### src/design/ssp_pkg.sv
// ---------------------------------------------------------------------------
// ssp_pkg: shared types and constants for the shortest path engine
// Field widths, request and register codes, controller command/status words.
// ---------------------------------------------------------------------------
package ssp_pkg;

  localparam int VTX_W       = 7;
  localparam int DIST_W      = 32;
  localparam int WIN_W       = 16;
  localparam int REQ_W       = 2;
  localparam int CFG_ADDR_W  = 1;
  localparam int CFG_DATA_W  = 7;
  localparam int IN_TDATA_W  = 32;
  localparam int IN_TUSER_W  = 2;
  localparam int OUT_TDATA_W = 40;
  localparam int OUT_TUSER_W = 2;

  localparam logic [REQ_W-1:0] REQ_LOAD  = 2'd0;
  localparam logic [REQ_W-1:0] REQ_RUN   = 2'd1;
  localparam logic [REQ_W-1:0] REQ_CLEAR = 2'd2;

  localparam logic [CFG_ADDR_W-1:0] CFG_VERTEX_COUNT  = 1'b0;
  localparam logic [CFG_ADDR_W-1:0] CFG_SOURCE_VERTEX = 1'b1;

  localparam logic [VTX_W-1:0] VC_RESET  = 7'd64;
  localparam logic [VTX_W-1:0] SRC_RESET = 7'd1;

  localparam logic signed [DIST_W-1:0] DIST_MAX = 32'sh7FFF_FFFF;
  localparam logic signed [DIST_W-1:0] DIST_MIN = 32'sh8000_0000;

  typedef struct packed {
    logic load_edge;
    logic clear_edges;
    logic run_init;
    logic edge_fetch;
    logic dist_read;
    logic relax;
    logic edge_next;
    logic vtx_next;
    logic vtx_read;
    logic emit_vtx;
    logic emit_cycle;
  } cmd_t;

  typedef struct packed {
    logic edges_empty;
    logic edge_last;
    logic check_pass;
    logic cycle_found;
    logic vtx_skip;
    logic vtx_last;
    logic out_free;
  } sts_t;

endpackage

### src/design/ssp_ctrl.sv
// ---------------------------------------------------------------------------
// ssp_ctrl: sequencer for load, clear, relaxation passes and reporting
// Walks each edge in three steps (fetch, read distances, relax) and then
// reports one vertex at a time, or one negative cycle, into the result register.
// ---------------------------------------------------------------------------
module ssp_ctrl (
  input  logic                       clk,
  input  logic                       rst_n,
  input  logic                       in_tvalid,
  output logic                       in_tready,
  input  logic [ssp_pkg::REQ_W-1:0]  req_type,
  input  ssp_pkg::sts_t              sts,
  output ssp_pkg::cmd_t              cmd
);

  localparam logic [2:0] S_IDLE   = 3'd0;
  localparam logic [2:0] S_FETCH  = 3'd1;
  localparam logic [2:0] S_READ   = 3'd2;
  localparam logic [2:0] S_EVAL   = 3'd3;
  localparam logic [2:0] S_DECIDE = 3'd4;
  localparam logic [2:0] S_VSEL   = 3'd5;
  localparam logic [2:0] S_VPUT   = 3'd6;
  localparam logic [2:0] S_NEGC   = 3'd7;

  logic [2:0] state_r;
  logic [2:0] state_nxt;

  always_ff @(posedge clk) begin
    if (!rst_n) begin
      state_r <= S_IDLE;
    end else begin
      state_r <= state_nxt;
    end
  end

  always_comb begin
    state_nxt = state_r;
    cmd       = '0;
    in_tready = 1'b0;
    case (state_r)
      S_IDLE: begin
        in_tready = 1'b1;
        if (in_tvalid) begin
          case (req_type)
            ssp_pkg::REQ_LOAD:  cmd.load_edge = 1'b1;
            ssp_pkg::REQ_CLEAR: cmd.clear_edges = 1'b1;
            ssp_pkg::REQ_RUN: begin
              cmd.run_init = 1'b1;
              state_nxt    = sts.edges_empty ? S_VSEL : S_FETCH;
            end
            default: ;
          endcase
        end
      end
      S_FETCH: begin
        cmd.edge_fetch = 1'b1;
        state_nxt      = S_READ;
      end
      S_READ: begin
        cmd.dist_read = 1'b1;
        state_nxt     = S_EVAL;
      end
      S_EVAL: begin
        cmd.relax     = 1'b1;
        cmd.edge_next = 1'b1;
        // the cycle flag of the final check edge is registered here and read in S_DECIDE
        state_nxt = (sts.edge_last && sts.check_pass) ? S_DECIDE : S_FETCH;
      end
      S_DECIDE: begin
        state_nxt = sts.cycle_found ? S_NEGC : S_VSEL;
      end
      S_VSEL: begin
        if (sts.vtx_skip) begin
          if (sts.vtx_last) begin
            state_nxt = S_IDLE;
          end else begin
            cmd.vtx_next = 1'b1;
          end
        end else begin
          cmd.vtx_read = 1'b1;
          state_nxt    = S_VPUT;
        end
      end
      S_VPUT: begin
        if (sts.out_free) begin
          cmd.emit_vtx = 1'b1;
          state_nxt    = sts.vtx_last ? S_IDLE : S_VSEL;
        end
      end
      S_NEGC: begin
        if (sts.out_free) begin
          cmd.emit_cycle = 1'b1;
          state_nxt      = S_IDLE;
        end
      end
      default: state_nxt = S_IDLE;
    endcase
  end

endmodule

### config.mk
export PLATFORM = sky130hd
export DESIGN_NAME = ssp_ctrl
export DESIGN_NICKNAME = d
export VERILOG_FILES = /design/src/design/ssp_pkg.sv /design/src/design/ssp_ctrl.sv
export SDC_FILE = /design/constraint.sdc
export NUM_CORES = 1
export LEC_CHECK = 0
export ABC_AREA = 0
export CAP_MARGIN = 20
export CORE_AREA = 2 2 39 41
export DETAILED_ROUTE_END_ITERATION = 6
export DIE_AREA = 0 0 41 43
export DONT_BUFFER_PORTS = 1
export PLACE_DENSITY_LB_ADDON = 0.25
export SETUP_SLACK_MARGIN = 0.05
export SLEW_MARGIN = 10
export SYNTH_ARGS = -nofsm -noshare
export SYNTH_HDL_FRONTEND = slang
export SYNTH_SLANG_ARGS = --single-unit
export TNS_END_PERCENT = 100
### constraint.sdc
create_clock -name clk -period 2.2 [get_ports clk]
set_input_delay 0.66 -clock clk [delete_from_list [all_inputs] [get_ports clk]]
set_output_delay 0.66 -clock clk [all_outputs]
set_load 0.02 [all_outputs]
==> load_flow_metrics.sql <==
INSERT INTO impl_metrics (metric_group, metric, value, unit) VALUES
('cells_and_area', 'finish.net_count', '65', ''),
('setup_path', 'crit_path_max_fanout', '4', ''),
('detailed_routing', 'detail_route.wirelength', '866', 'um'),
('place', 'gp_congestion', '0.663', ''),
('clock_network', 'clock-root-buffer', 'sky130_fd_sc_hd__clkbuf_4', ''),
('die', 'initial_utilization', '0.266', ''),
('cells_and_area', 'largest_registers', 'state_r: 3 flops', ''),
('detailed_routing', 'route.detailed.vias_per_inst', '5.31', ''),
('logic_synthesis', 'ys_seq_elements', '3', ''),
('detailed_routing', 'drc', '0', ''),
('timing', 'worst-slew-pin-transition', '0.430', 'ns'),
('timing', 'slew_headroom', '0.713', ''),
('clock_network', 'clock_tree.htree_level_count', '1', ''),
('detailed_routing', 'vias', '361', ''),
('timing', 'min_period_over_period', '0.943', ''),
('clock_network', 'clk_transition_reported_paths', '0.03', 'ns'),
('setup_path', 'cp-end-kind', 'primary output', ''),
('cells_and_area', 'layout-drive-gt1-share', '0.308', ''),
('setup_path', 'critical_path_class', 'register to primary output', ''),
('logic_synthesis', 'synth_largest_type_area_fraction', '0.163', ''),
('setup_path', 'crit_path_cell_trace', 'or3_4 > inv_2 > and4b_1', ''),
('detailed_routing', 'antenna_left', '0', ''),
('place', 'numPortBuffers', '0', ''),
('hold_path', 'hold_class', 'input port to register', ''),
('power', 'power.share.combinational', '0.500', ''),
('power', 'cellInternalPower', '0.201', 'mW'),
('logic_synthesis', 'syn_avg_cell_area', '8.17', 'sq um'),
('cells_and_area', 'largest_register', 'state_r', ''),
('setup_path', 'cp_data_required_time', '1.54', 'ns'),
('timing', 'final.min_clock_period', '2.07', 'ns'),
('clock_network', 'cts_repair_resize_count', '0', ''),
('cells_and_area', 'number_of_flip_flops_under_the_largest_register_name', '3', ''),
('timing', 'report.final.slew_viol_count', '0', ''),
('detailed_routing', 'routedWlPerCell', '12.7', 'um'),
('hold_path', 'hold_start', 'rst_n', ''),
('place', 'dp.final_hpwl', '656', 'um'),
('global_route', 'track_usage', '0.106', ''),
('cells_and_area', 'antenna_diode_count', '0', ''),
('setup_path', 'worstPathArrival', '1.41', 'ns'),
('cells_and_area', 'filler_cell_count', '152', ''),
('job', 'max_cap_viol_count', '0', ''),
('global_route', 'grt_start_max_net_pins', '15', ''),
('clock_network', 'tritoncts_num_sinks', '3', ''),
('power', 'seq_power_share', '0.210', ''),
('logic_synthesis', 'cells_after_synth', '45', ''),
('logic_synthesis', 'yosys_warnings', '0', ''),
('power', 'p_clk_frac', '0.290', ''),
('logic_synthesis', 'netlist.top_cell.by_area', 'sky130_fd_sc_hd__dfxtp_1', ''),
('logic_synthesis', 'net_count_after_synthesis', '57', ''),
('die', 'fp.coreArea', '1380', 'sq um'),
('clock_network', 'postCtsSetupRepairBufs', '0', ''),
('run_status', 'run_status', 'complete, no violations', ''),
('detailed_routing', 'detailedRoute.firstPassIterationCount', '2', ''),
('power', 'irDropWorstVdd', '0.446', 'mV'),
('clock_network', 'clk-insertion-delay-late', '0.23', 'ns'),
('timing', 'setup-tns-final', '0', 'ns'),
('logic_synthesis', 'syn_area', '368', 'sq um'),
('logic_synthesis', 'ys_seq_area_frac', '0.163', ''),
('power', 'p_per_area', '743', 'nW/um^2'),
('clock_network', 'buffers_from_clock_root_to_sink_at_most', '2', ''),
('die', 'die_height', '43', 'um'),
('die', 'die_area', '1760', 'sq um'),
('setup_path', 'worst_setup_path_start_kind', 'register', ''),
('clock_network', 'cts_hold_bufs', '0', ''),
('power', 'power_switching_share', '0.379', ''),
('setup_path', 'critical_path.startpoint', 'state_r[1]', ''),
('timing', 'rsz_0062_raised_after_global_routing', 'false', ''),
('logic_synthesis', 'synth_cell_type_count', '29', ''),
('setup_path', 'worstReg2RegStart', 'state_r[2]', ''),
('cells_and_area', 'area_delta_synth_final', '18.4', '%'),
('cells_and_area', 'instances_no_fill', '68', '');
-- kinds of logic (layout without fill, tap and decap cells) --
family / Yosys count / in the layout / share of synthesized area
AO/OA/AOI/OAI: 11 / 11 / 0.231
buffers and inverters: 5 / 12 / 0.0952
AND/OR/NAND/NOR: 26 / 26 / 0.510
flip-flops: 3 / 3 / 0.163
-- Yosys cell counts --
cell / count
sky130_fd_sc_hd__o22ai_1: 2
sky130_fd_sc_hd__a31oi_1: 1
sky130_fd_sc_hd__dfxtp_1: 3
sky130_fd_sc_hd__o31ai_1: 1
sky130_fd_sc_hd__nand2b_1: 1
sky130_fd_sc_hd__o32a_1: 1
sky130_fd_sc_hd__nand3b_2: 1
sky130_fd_sc_hd__and2_1: 2
sky130_fd_sc_hd__nor2_2: 1
sky130_fd_sc_hd__a211oi_2: 1
sky130_fd_sc_hd__or2b_1: 1
sky130_fd_sc_hd__and2b_1: 1
sky130_fd_sc_hd__buf_2: 1
sky130_fd_sc_hd__buf_6: 1
sky130_fd_sc_hd__or3_4: 1
sky130_fd_sc_hd__o22a_1: 1
sky130_fd_sc_hd__nor4b_2: 1
sky130_fd_sc_hd__nand2_1: 4
sky130_fd_sc_hd__o21ai_1: 1
sky130_fd_sc_hd__inv_2: 1
sky130_fd_sc_hd__nor2b_1: 2
sky130_fd_sc_hd__and3b_1: 4
sky130_fd_sc_hd__nor2_1: 2
sky130_fd_sc_hd__a32oi_1: 2
sky130_fd_sc_hd__buf_4: 2
sky130_fd_sc_hd__nand3b_1: 1
sky130_fd_sc_hd__o21ai_0: 1
sky130_fd_sc_hd__nor3b_1: 3
sky130_fd_sc_hd__and4b_1: 1
-- per-layer routing --
layer | routed length, um | global-route usage | up-vias
met5 | 0 | 0 | -
met4 | 0 | 0.0800 | 0
met2 | 324 | 0.128 | 21
met3 | 105 | 0.0314 | 0
met1 | 436 | 0.151 | 157
li1 | - | - | 183
-- final timing paths --
check	endpoint	slack [ns]	cells past startpoint
worst max-delay path	cmd[9]	0.13	3
worst min-delay path	state_r[0]	0.60	2
worst max register to register	state_r[2]	0.81	4
worst min register to register	state_r[0]	0.66	3
-- cells in the final DEF, fill, tap and decap left out, drive strengths merged --
cell / synthesis / routed
or3: 1 / 1
or2b: 1 / 1
o21ai: 2 / 2
o32a: 1 / 1
nand3b: 2 / 2
nor2: 3 / 3
o22a: 1 / 1
o22ai: 2 / 2
a211oi: 1 / 1
and3b: 4 / 4
and2b: 1 / 1
nand2b: 1 / 1
o31ai: 1 / 1
and2: 2 / 2
buf: 4 / 7
clkbuf: 0 / 4
nor3b: 3 / 3
nor2b: 2 / 2
nand2: 4 / 4
dfxtp: 3 / 3
inv: 1 / 1
and4b: 1 / 1
a32oi: 2 / 2
a31oi: 1 / 1
nor4b: 1 / 1
-- per-stage QoR --
step	utilization	area [sq um]	power (mW)	hold slack [ns]	worst slack, ns
floorplan	-	368	0.203	0.617	0.285
global placement	0.296	409	0.228	0.663	0.379
detailed placement	0.296	409	0.230	0.660	0.371
CTS	0.315	435	0.330	0.599	0.116
global route	0.315	435	0.353	0.612	0.0779
finish	0.315	435	0.324	0.603	0.126
-- power by group through the flow --
stage	Clock (mW)	Combinational, mW	Sequential (mW)
after detailed placement	0	0.162	0.0683
after CTS	0.0993	0.163	0.0677
after floorplan	0	0.131	0.0719
final	0.0940	0.162	0.0678
after global routing	0.106	0.178	0.0685
after global placement	0	0.160	0.0687
-- worst max-delay path: cells and delay by family (launching register included) --
kind | cells | cell delay, ns
and+or+nand+nor | 2 | 0.75
DFF | 1 | 0.30
buffers and inverters | 1 | 0.13
-- area by class of cell --
class,count,area (sq um),area share
clock buffers,4,26.3,0.0603
repair buffers,7,52.6,0.121
multi-input cells,37,273,0.626
well taps,16,20.0,0.0460
inverters,1,3.75,0.00862
flip-flops and latches,3,60.1,0.138
Power figures use the tool's default switching activity.
